--- src/hw/rtl/ipv6_cidr_text_parser_assert.svh ---
// Assertion macros for the IPv6 CIDR text parser.
`ifndef IPV6_CIDR_TEXT_PARSER_ASSERT_SVH
`define IPV6_CIDR_TEXT_PARSER_ASSERT_SVH
// A condition that must hold in the cycle after a trigger.
`define ICP_ASSERT_NEXT(label, clk, rst_n, trig, cond) \
    label: assert property (@(posedge clk) disable iff (!rst_n) (trig) |=> (cond)) \
        else $error("assertion failed");
// A condition that must hold in the same cycle.
`define ICP_ASSERT_NOW(label, clk, rst_n, trig, cond) \
    label: assert property (@(posedge clk) disable iff (!rst_n) (trig) |-> (cond)) \
        else $error("assertion failed");
`endif

--- src/hw/rtl/icp_pkg.sv ---
// Package with types and constants of the IPv6 CIDR text parser.
`default_nettype none
package icp_pkg;
    localparam int unsigned GROUPS = 8;
    localparam logic [1:0] ST_OK = 2'd0;
    localparam logic [1:0] ST_FORMAT = 2'd1;
    localparam logic [1:0] ST_RANGE = 2'd2;
    localparam logic [1:0] ST_HOST = 2'd3;
    localparam logic [1:0] CR_NONE = 2'd0;
    localparam logic [1:0] CR_ONE = 2'd1;
    localparam logic [1:0] CR_DOUBLE = 2'd2;
    localparam logic [1:0] CR_LEAD = 2'd3;

    // Parser state carried from one character to the next.
    typedef struct packed {
        logic             in_prefix;
        logic [7:0][15:0] head;
        logic [7:0][15:0] tail;
        logic [3:0]       head_count;
        logic [3:0]       tail_count;
        logic             seen_comp;
        logic [1:0]       colon_run;
        logic [15:0]      hex_accum;
        logic [3:0]       token_chars;
        logic             token_dotted;
        logic             token_hexletter;
        logic [2:0][7:0]  quad;
        logic [8:0]       oct_value;
        logic [3:0]       oct_digits;
        logic [2:0]       quad_dots;
        logic             quad_wait;
        logic [33:0]      dec_accum;
        logic [3:0]       dec_digits;
        logic             body_error;
        logic             prefix_error;
    } t_state;

    typedef struct packed {
        logic [1:0]  status;
        logic [63:0] hi;
        logic [63:0] lo;
        logic [7:0]  plen;
    } t_result;
endpackage
`default_nettype wire

--- src/hw/rtl/icp_step.sv ---
// Next-state logic for one character of the text, and the result on the last one.
`default_nettype none
module icp_step (
    input  wire icp_pkg::t_state  i_st,
    input  wire logic [7:0]       i_ch,
    output icp_pkg::t_state       o_st,
    output icp_pkg::t_result      o_res
);
    icp_pkg::t_state s;
    logic [3:0] dig;
    logic is_dig, is_hex;
    logic [12:0] ov;
    logic [15:0] grp [0:7];
    logic [63:0] hi, lo, hm, lm;
    logic [33:0] p;
    logic [6:0] sh;
    logic [2:0] idx;
    integer i;

    // Push one group onto the side that is currently being filled.
    function automatic icp_pkg::t_state push(input icp_pkg::t_state a, input logic [15:0] g);
        icp_pkg::t_state b;
        b = a;
        if (a.seen_comp) begin
            if (a.tail_count >= 4'd8) b.body_error = 1'b1;
            else begin
                b.tail[a.tail_count[2:0]] = g;
                b.tail_count = a.tail_count + 4'd1;
            end
        end else begin
            if (a.head_count >= 4'd8) b.body_error = 1'b1;
            else begin
                b.head[a.head_count[2:0]] = g;
                b.head_count = a.head_count + 4'd1;
            end
        end
        return b;
    endfunction

    function automatic logic oct_ok(input icp_pkg::t_state a);
        return a.oct_digits >= 4'd1 && a.oct_digits <= 4'd10 && a.oct_value <= 9'd255;
    endfunction

    function automatic icp_pkg::t_state finish(input icp_pkg::t_state a, input logic at_colon);
        icp_pkg::t_state b;
        b = a;
        if (a.token_dotted) begin
            if (a.token_hexletter || a.quad_dots != 3'd3 || !oct_ok(a)) b.body_error = 1'b1;
            else begin
                b = push(b, {a.quad[0], a.quad[1]});
                b = push(b, {a.quad[2], a.oct_value[7:0]});
            end
            if (at_colon) begin
                if (a.seen_comp) b.body_error = 1'b1;
                else b.quad_wait = 1'b1;
            end
        end else if (a.token_chars > 4'd4) b.body_error = 1'b1;
        else b = push(b, a.hex_accum);
        b.hex_accum = '0; b.token_chars = '0; b.token_dotted = 1'b0;
        b.token_hexletter = 1'b0; b.quad_dots = '0; b.oct_value = '0;
        b.oct_digits = '0; b.quad = '0;
        return b;
    endfunction

    always_comb begin
        s = i_st;
        is_dig = i_ch >= 8'h30 && i_ch <= 8'h39;
        is_hex = (i_ch >= 8'h61 && i_ch <= 8'h66) || (i_ch >= 8'h41 && i_ch <= 8'h46);
        dig = is_dig ? 4'(i_ch - 8'h30) : (i_ch >= 8'h61 ? 4'(i_ch - 8'h57) : 4'(i_ch - 8'h37));
        ov = '0;
        if (i_st.in_prefix) begin
            if (is_dig) begin
                if (i_st.dec_digits < 4'd15) s.dec_digits = i_st.dec_digits + 4'd1;
                if (s.dec_digits <= 4'd10)
                    s.dec_accum = 34'(i_st.dec_accum * 34'd10) + 34'(dig);
            end else s.prefix_error = 1'b1;
        end else if (i_ch == 8'h2f) begin
            if (s.quad_wait) s.body_error = 1'b1;
            s.quad_wait = 1'b0;
            if (s.token_chars > 4'd0) s = finish(s, 1'b0);
            else if (s.colon_run == icp_pkg::CR_ONE || s.colon_run == icp_pkg::CR_LEAD)
                s.body_error = 1'b1;
            if (s.seen_comp) begin
                if (5'(s.head_count) + 5'(s.tail_count) >= 5'd8) s.body_error = 1'b1;
            end else if (s.head_count != 4'd8) s.body_error = 1'b1;
            s.in_prefix = 1'b1;
        end else begin
            if (s.quad_wait) begin
                s.quad_wait = 1'b0;
                if (i_ch != 8'h3a) s.body_error = 1'b1;
            end
            if (i_ch == 8'h3a) begin
                if (s.token_chars > 4'd0) begin
                    s = finish(s, 1'b1);
                    s.colon_run = icp_pkg::CR_ONE;
                end else if (s.colon_run == icp_pkg::CR_NONE) s.colon_run = icp_pkg::CR_LEAD;
                else if (s.colon_run == icp_pkg::CR_DOUBLE) s.body_error = 1'b1;
                else begin
                    if (s.seen_comp) s.body_error = 1'b1;
                    s.seen_comp = 1'b1;
                    s.colon_run = icp_pkg::CR_DOUBLE;
                end
            end else begin
                if (s.colon_run == icp_pkg::CR_LEAD) s.body_error = 1'b1;
                s.colon_run = icp_pkg::CR_NONE;
                if (s.token_chars < 4'd15) s.token_chars = s.token_chars + 4'd1;
                if (is_dig) begin
                    s.hex_accum = {s.hex_accum[11:0], dig};
                    if (s.oct_digits < 4'd15) s.oct_digits = s.oct_digits + 4'd1;
                    ov = 13'(s.oct_value) * 13'd10 + 13'(dig);
                    s.oct_value = (ov > 13'd256) ? 9'd256 : ov[8:0];
                end else if (is_hex) begin
                    s.hex_accum = {s.hex_accum[11:0], dig};
                    s.token_hexletter = 1'b1;
                end else if (i_ch == 8'h2e) begin
                    s.token_dotted = 1'b1;
                    if (!oct_ok(s) || s.quad_dots >= 3'd3) s.body_error = 1'b1;
                    else begin
                        s.quad[s.quad_dots[1:0]] = s.oct_value[7:0];
                        s.quad_dots = s.quad_dots + 3'd1;
                    end
                    s.oct_value = '0;
                    s.oct_digits = '0;
                end else s.body_error = 1'b1;
            end
        end
        o_st = s;

        // Assemble the address and check it against the prefix.
        idx = '0;
        for (i = 0; i < 8; i++) grp[i] = (i < s.head_count) ? s.head[i] : 16'd0;
        if (s.seen_comp)
            for (i = 0; i < 8; i++)
                if (i < s.tail_count) begin
                    idx = 3'(4'd8 - s.tail_count + 4'(i));
                    grp[idx] = s.tail[i];
                end
        hi = {grp[0], grp[1], grp[2], grp[3]};
        lo = {grp[4], grp[5], grp[6], grp[7]};
        p = s.dec_accum;
        sh = 7'(8'd64 - 8'(p[6:0]));
        hm = (p >= 34'd64) ? '1 : ((p == 34'd0) ? '0 : ('1 << sh));
        sh = 7'(8'd128 - 8'(p[7:0]));
        lm = (p <= 34'd64) ? '0 : ((p == 34'd128) ? '1 : ('1 << sh));
        o_res = '0;
        if (!s.in_prefix || s.prefix_error || s.dec_digits == 4'd0 || s.dec_digits > 4'd10
            || p > 34'hffffffff) o_res.status = icp_pkg::ST_FORMAT;
        else if (p > 34'd128) o_res.status = icp_pkg::ST_RANGE;
        else if (s.body_error) o_res.status = icp_pkg::ST_FORMAT;
        else if ((hi & ~hm) != 0 || (lo & ~lm) != 0) o_res.status = icp_pkg::ST_HOST;
        else begin
            o_res.status = icp_pkg::ST_OK;
            o_res.hi = hi;
            o_res.lo = lo;
            o_res.plen = p[7:0];
        end
    end
endmodule
`default_nettype wire

--- src/hw/rtl/ipv6_cidr_text_parser.sv ---
// Top level of the IPv6 CIDR text parser.
// One character is taken per cycle; the result appears in an output register in the cycle
// after the character flagged last, and the next text may start at once. The parse state
// register and the incoming character feed short combinational logic whose result is
// captured in the result register. While a result waits and the receiver is not ready,
// no character is taken; otherwise one is taken in every cycle.
`default_nettype none
`include "ipv6_cidr_text_parser_assert.svh"
module ipv6_cidr_text_parser (
    input  wire         i_clk,
    input  wire         i_rst_n,
    input  wire         i_valid,
    output logic        o_ready,
    input  wire  [7:0]  i_ch,
    input  wire         i_last,
    output logic        o_valid,
    input  wire         i_ready,
    output logic [1:0]  o_status,
    output logic [63:0] o_address_high,
    output logic [63:0] o_address_low,
    output logic [7:0]  o_prefix_length
);
    icp_pkg::t_state r_st, n_st;
    icp_pkg::t_result r_res, n_res;
    logic r_valid;
    logic acc;
    logic out_stall;
    logic out_not_ok;

    icp_step u_step (.i_st(r_st), .i_ch(i_ch), .o_st(n_st), .o_res(n_res));

    assign o_ready = !r_valid || i_ready;
    assign acc = i_valid && o_ready;

    always_ff @(posedge i_clk) begin
        if (!i_rst_n) begin
            r_st <= '0;
            r_valid <= 1'b0;
        end else begin
            if (acc) r_st <= i_last ? '0 : n_st;
            if (acc && i_last) r_valid <= 1'b1;
            else if (i_ready) r_valid <= 1'b0;
        end
    end

    always_ff @(posedge i_clk) begin
        if (acc && i_last) r_res <= n_res;
    end

    assign o_valid = r_valid;
    assign o_status = r_res.status;
    assign o_address_high = r_res.hi;
    assign o_address_low = r_res.lo;
    assign o_prefix_length = r_res.plen;

    assign out_stall = o_valid && !i_ready;
    assign out_not_ok = o_valid && o_status != icp_pkg::ST_OK;

    `ICP_ASSERT_NEXT(a_last_gives_result, i_clk, i_rst_n, acc && i_last, o_valid)
    `ICP_ASSERT_NEXT(a_hold_result, i_clk, i_rst_n, out_stall, o_valid && $stable(o_status))
    `ICP_ASSERT_NOW(a_zero_unless_ok, i_clk, i_rst_n, out_not_ok, o_prefix_length == 8'd0)
endmodule
`default_nettype wire

--- config.mk ---
export PLATFORM = sky130hd
export DESIGN_NAME = ipv6_cidr_text_parser
export DESIGN_NICKNAME = d
export VERILOG_FILES = /design/src/hw/rtl/icp_pkg.sv /design/src/hw/rtl/icp_step.sv /design/src/hw/rtl/ipv6_cidr_text_parser.sv
export VERILOG_INCLUDE_DIRS = /design/src /design/src/hw/rtl
export SDC_FILE = /design/constraint.sdc
export NUM_CORES = 2
export LEC_CHECK = 0
export ABC_AREA = 1
export BUFFER_PORTS_ARGS = -buffer_cell sky130_fd_sc_hd__buf_2
export CORE_UTILIZATION = 25
export CTS_CLUSTER_DIAMETER = 80
export CTS_CLUSTER_SIZE = 10
export DETAILED_ROUTE_END_ITERATION = 6
export GPL_TIMING_DRIVEN = 0
export PLACE_DENSITY = 0.35
export SYNTH_ARGS = -nofsm -noshare
export SYNTH_HDL_FRONTEND = slang
export SYNTH_SLANG_ARGS = --single-unit
--- constraint.sdc ---
create_clock -name i_clk -period 10.2 [get_ports i_clk]
set_input_delay 1.02 -clock i_clk [delete_from_list [all_inputs] [get_ports i_clk]]
set_output_delay 1.02 -clock i_clk [all_outputs]
set_load 0.02 [all_outputs]
# --- Word-level counts from Yosys, hierarchy flattened ---
# Cells that the tools add are included.
classes:
  addsub: 26
  n_mul: 2
  magnitude_cmp: 75
  eq_ne: 20
  shifts: 2
  n_mux: 240
  n_bitwise: 12
  n_reduce_logical: 57
op_table:
  columns: ["operator", "count"]
  rows:
  - ["$mux W128", 48]
  - ["$mux W368", 7]
  - ["$bwmux W128", 16]
  - ["$mux W369", 5]
  - ["$mux W371", 3]
  - ["$demux W16 S3", 14]
  - ["$mux W16", 24]
  - ["$mux W370", 1]
  - ["$mux W331", 1]
  - ["$mux W64", 5]
  - ["$mux W266", 1]
  - ["$mux W265", 1]
  - ["$mux W4", 35]
  - ["$and A64 B64 Y64", 2]
  - ["$not A64 Y64", 2]
  - ["$reduce_bool A64 Y1", 2]
  - ["$shl A64 B7 Y64 const A", 2]
  - ["$mux W101", 1]
  - ["$mux W40", 2]
  - ["$mux W38", 2]
  - ["$mux W1", 57]
  - ["$ge A4 B4 Y1 const B", 14]
  - ["$mux W39", 1]
  - ["$add A4 B1 Y4 const B", 9]
  - ["other kinds (78)", 179]
word_totals:
  reg_bits: 510
  in_bits: 13
  output_inout_bits: 140
  wordCells: 475

# --- Longest topological paths before layout ---
depth:
  word_depth: 66
  ltp_mapped: 45
  mapped_depth_nobuf: 41

# --- Hierarchy ---
# A second synthesis with hierarchy kept.
unflattened:
  cells_unflattened: 11592
  hier_area_um2: 61217.5
modules_own_cells:
  columns: ["mod", "instances", "cells_each", "area_per_inst_um2", "seq_area_each_um2"]
  rows:
  - ["icp_step", 1, 8982, 40896.7, 0.0]
  - ["ipv6_cidr_text_parser", 1, 2610, 20320.7, 11591.1]

# --- Least setup slack after synthesis ---
# No wires, ideal clock.
synth_timing:
  path_type: "input port to flip-flop"
  start: "input i_ready"
  end: "register r_res, in the netlist o_address_high[0], enable pin"
  setup_ns: 0.639
  arrival_ns: 7.481
  t_required_ns: 9.561
  slack_ns: 2.080
  path_stages: 6
  path_buffers: 2
  cell_sequence: "nor2_1 inv_1 nand2_1 clkbuf_1 clkbuf_1 nor2_1"
synth_via:
  elab_chain_cells: 3
synth_rtl:
  columns: ["element", "line", "text"]
  rows:
  - ["start: declaration", "ipv6_cidr_text_parser.sv:17", "input wire i_ready,"]
  - ["$logic_or A1 B1 Y1", "ipv6_cidr_text_parser.sv:32", "assign o_ready = !r_valid || i_ready;"]
  - ["via o_ready", "ipv6_cidr_text_parser.sv:13", "output logic o_ready,"]
  - ["$logic_and A1 B1 Y1", "ipv6_cidr_text_parser.sv:33", "assign acc = i_valid && o_ready;"]
  - ["$logic_and A1 B1 Y1", "ipv6_cidr_text_parser.sv:47", "if (acc && i_last) r_res <= n_res;"]
  - ["end signal: assignment", "ipv6_cidr_text_parser.sv:47", null]
  - ["end: declaration", "ipv6_cidr_text_parser.sv:24", "icp_pkg::t_result r_res, n_res;"]
# The timed path passes the listed nets, and every way through them passes these cells.
# A chain may end at the register's enable or synchronous reset.

# --- Worst setup path in the final report ---
layout_timing:
  start: "input i_ch[0]"
  end: "register r_res, in the netlist o_address_high[58] (data pin)"
layout_via:
  elab_chain_cells: 38
  elab_cells_between_ends: 186
  cone_classes: "add/sub: 14; order compare: 43; eq/ne: 5; shift: 2; mux: 87; bitwise: 12; reduce/logical: 23"
layout_rtl:
  columns: ["element", "line", "text"]
  rows:
  - ["start: declaration", "ipv6_cidr_text_parser.sv:14", "input wire [7:0] i_ch,"]
  - ["parallel branches: the longest is 38 deep, another holds $ge A4 B4 Y1", null, null]
# Parallel ways; which one is timed is not known. The select of a mux whose other input is x is not followed.

==> results_dict.tcl <==
set metrics [dict create \
    cts_tree "built" \
    grt_pass1_vias 72400 \
    place_congestion 1.10 \
    core_sq_mm 0.228 \
    ys_warn_count 0 \
    cts_buffers 77 \
    hold_class "reg -> reg" \
    drive_gt1_share_pct 7.48 \
    finalWorstSetupSlack_ns 0.217 \
    row_count 175 \
    worstPathMaxFanout 10 \
    io_pins 153 \
    rsz0062_at_grt "false" \
    vias_per_cell 5.76 \
    power.leakage_uw 0.0281 \
    dr.pass1.iters 7 \
    async_flop_share_pct 0 \
    yosysUniqueCellTypes 69 \
    clkSinkCount 510 \
    clockBufferDepth 3 \
    postLayoutCellArea_sq_mm 0.0659 \
    drv_slew 196 \
    antenna_found_initial 75 \
    insertion_delay_ns 0.83 \
    avgRoutedWirePerCell_microns 35.1 \
    drt_wl_total_microns 491000 \
    area_growth_syn_to_layout_pct 14.8 \
    htreeDepth 3 \
    ir_drop_v 0.000127 \
    drc 1 \
    ctsHoldBuffers 0 \
    antenna_left 0 \
    die_height_microns 481 \
    synthCells 10600 \
    cap_violations 19 \
    finalPower_uw 5800 \
    fillers 26400 \
    final_hold_viol_count 0 \
    fin_crit_sh_pct 97.9 \
    die_area_sq_mm 0.232 \
    grt_usage_pct 40.9 \
    setup.worst_path.start_class "primary input" \
    tightest_slew_ns 1.74 \
    crit_arrival_ns 10.56 \
    layoutNonFillerInstCount 14000 \
    fp.dieW_microns 481 \
    cts.clk_slew.worst_paths_ns 0.05 \
    root_buffer "clkbuf_16" \
    post_cts_buffers 0 \
    yosysSeqAreaShare_pct 20.2 \
    crit_path_frequent_cell "nand2_1" \
    cpPeakStageDelay_ns 0.83 \
    multi_input_area_sq_mm 0.0384 \
    avgSynthCellArea_sq_um 5.43 \
    dpl.hpwl_microns 391000 \
    relSlewSlack_pct -16.0 \
    synth_area_sq_mm 0.0575 \
    initial_core_util_pct 25.2 \
    ys_ff_latch 510 \
    min_period_ns 9.98 \
    grt_pass1_wl_microns 641000 \
    path_class "in -> reg" \
    final-seq-area_sq_mm 0.0116 \
    syn_nets 10700 \
    violations "DRC, capacitance limit, slew limit" \
    power_density_mw_per_mm2 88.0 \
    dp_slack_ns -0.335 \
    max_freq_ghz 0.100 \
    slowest_stage "o21ai_2" \
    synth_edf_count 138 \
    skew_ns 0.106 \
    vias 80500 \
    synthFlopType "dfxtp_1" \
    placed_area_sq_mm 0.0632 \
    worst_ep_required_time_ns 10.78 \
    grt_max_degree 34 \
    cp-end-kind "flop" \
    fin_util_pct 28.9 \
    drtIter0Drc 13100 \
    port_buffers 151 \
    status "complete, but fails checks" \
    final_nets 11000 \
    dp_cells 13800 \
    globalRouteOverflowTotal 0 \
    setup-violations-final 0 \
]
-- through the flow --
step	hold slack (ns)	setup TNS, ns
6_report	0.464	0
5_1_grt	0.480	0
4_1_cts	0.465	0
3_5_place_dp	0.455	-22.15
3_3_place_gp	0.452	-638.12
2_1_floorplan	0.439	0
-- Yosys cell counts (all sizes together), types with 2 or more instances --
master,number,area (sq um)
xnor2,6,60.1
a21oi,990,4980
ha,112,1400
o21ai,904,4540
o31ai,11,82.6
a41oi,3,26.3
o2111ai,2,17.5
fa,5,100
clkbuf,546,2050
nand3b,9,67.6
xor2,22,193
nand3,778,3980
o211ai,289,2170
o22ai,15,93.8
nor4,6,37.5
a2bb2oi,7,61.3
a211oi,84,631
and2,12,75.1
a22oi,51,383
a21boi,13,116
inv,1237,4650
nor2,640,3000
o21a,19,143
nand4,56,369
nor3,33,175
edfxtp,138,4140
nand2,3960,14900
a21o,2,15.0
buf,181,993
a31oi,37,231
or2,23,144
clkinv,11,42.5
dfxtp,372,7450
o21bai,7,52.6
-- power by group --
group	total, uW	internal [uW]	switching, uW	leakage (uW)
combinational	799	117	682	0.0226
clock	2870	1650	1220	0.00124
sequential	2130	2110	21.0	0.00432
total	5800	3880	1920	0.0281
-- layout make-up --
class                           count  share of cell area [%]
Antenna cell                       35                   0.133
Buffer                            727                    4.75
Clock buffer                       92                    3.19
Clock inverter                     31                   0.695
Inverter                         1248                    7.11
Multi-Input combinational cell   8105                    58.2
Sequential cell                   510                    17.6
Tap cell                         3009                    5.71
Timing Repair Buffer              218                    2.62
-- cells in the final DEF, fill, tap and decap left out, types with 11 or more instances in the layout --
master and instances:
nand2_2 14, clkinv_1 12, a211oi_1 84, nor3_1 31, nand2_1 3944, diode_2 35
and2_1 12, inv_1 1175, xor2_1 21, or2_2 22, nor2_1 537, nand4_1 53
a22oi_1 35, nand3_1 765, o22ai_1 14, buf_2 258, a22oi_2 16, o21a_1 19
dfxtp_1 372, a31oi_1 36, o21ai_0 793, clkbuf_1 484, clkbuf_16 79, buf_4 31
nor2_4 64, buf_8 36, clkbuf_2 68, o31ai_1 11, inv_2 61, nor2_2 37
edfxtp_1 138, buf_1 47, o21ai_1 88, ha_1 112, o21ai_2 23, a21oi_1 984
o211ai_1 289
-- path summary, 6_finish.rpt --
check | cells past startpoint | end | slack [ns] | startpoint
worst max-delay path | 40 | o_address_high[58] | 0.22 | i_ch[0]
worst min-delay path | 2 | r_st[201] | 0.46 | r_st[201]
worst max register to register | 34 | o_address_high[58] | 0.59 | r_st[45]
worst min register to register | 2 | r_st[201] | 0.46 | r_st[201]
-- critical path, delay by kind of cell --
family / cells / cell delay, ns
simple gates: 26 / 5.17
buf+inv: 8 / 1.83
compound gates: 3 / 1.35
fa+ha+maj: 3 / 1.06
-- per-layer routing --
metal	up-vias	routed length [microns]	GRT usage, %
li1	34900	-	-
met1	38800	203000	54.3
met2	5485	192000	56.8
met3	1229	56900	11.3
met4	18	38900	27.6
met5	-	129	0
-- flip-flops by register name (all words and copies together) (netlist names) --
register and count:
o_address_low 64, o_prefix_length 8, r_st 371, o_status 2, o_address_high 64, o_valid 1
-- timing repair --
| item | in CTS | in global routing |
|---|---|---|
| hold endpoints to repair | 0 | 0 |
| resized for setup | 0 | 1 |
| setup endpoints to repair | 0 | 22 |
-- cells by family (layout without fill, tap and decap cells) --
family | Yosys count | in the layout | synth area share, %
AO/OA/AOI/OAI | 2440 | 2440 | 23.7
XOR/XNOR | 28 | 28 | 0.440
AND/OR/NAND/NOR | 5520 | 5520 | 39.7
other | 0 | 35 | 0
adder cells (fa/ha/maj) | 117 | 117 | 2.61
flip-flops | 510 | 510 | 20.2
buffers and inverters | 1975 | 2316 | 13.5
Note: power is estimated with default switching activity, not from simulation.
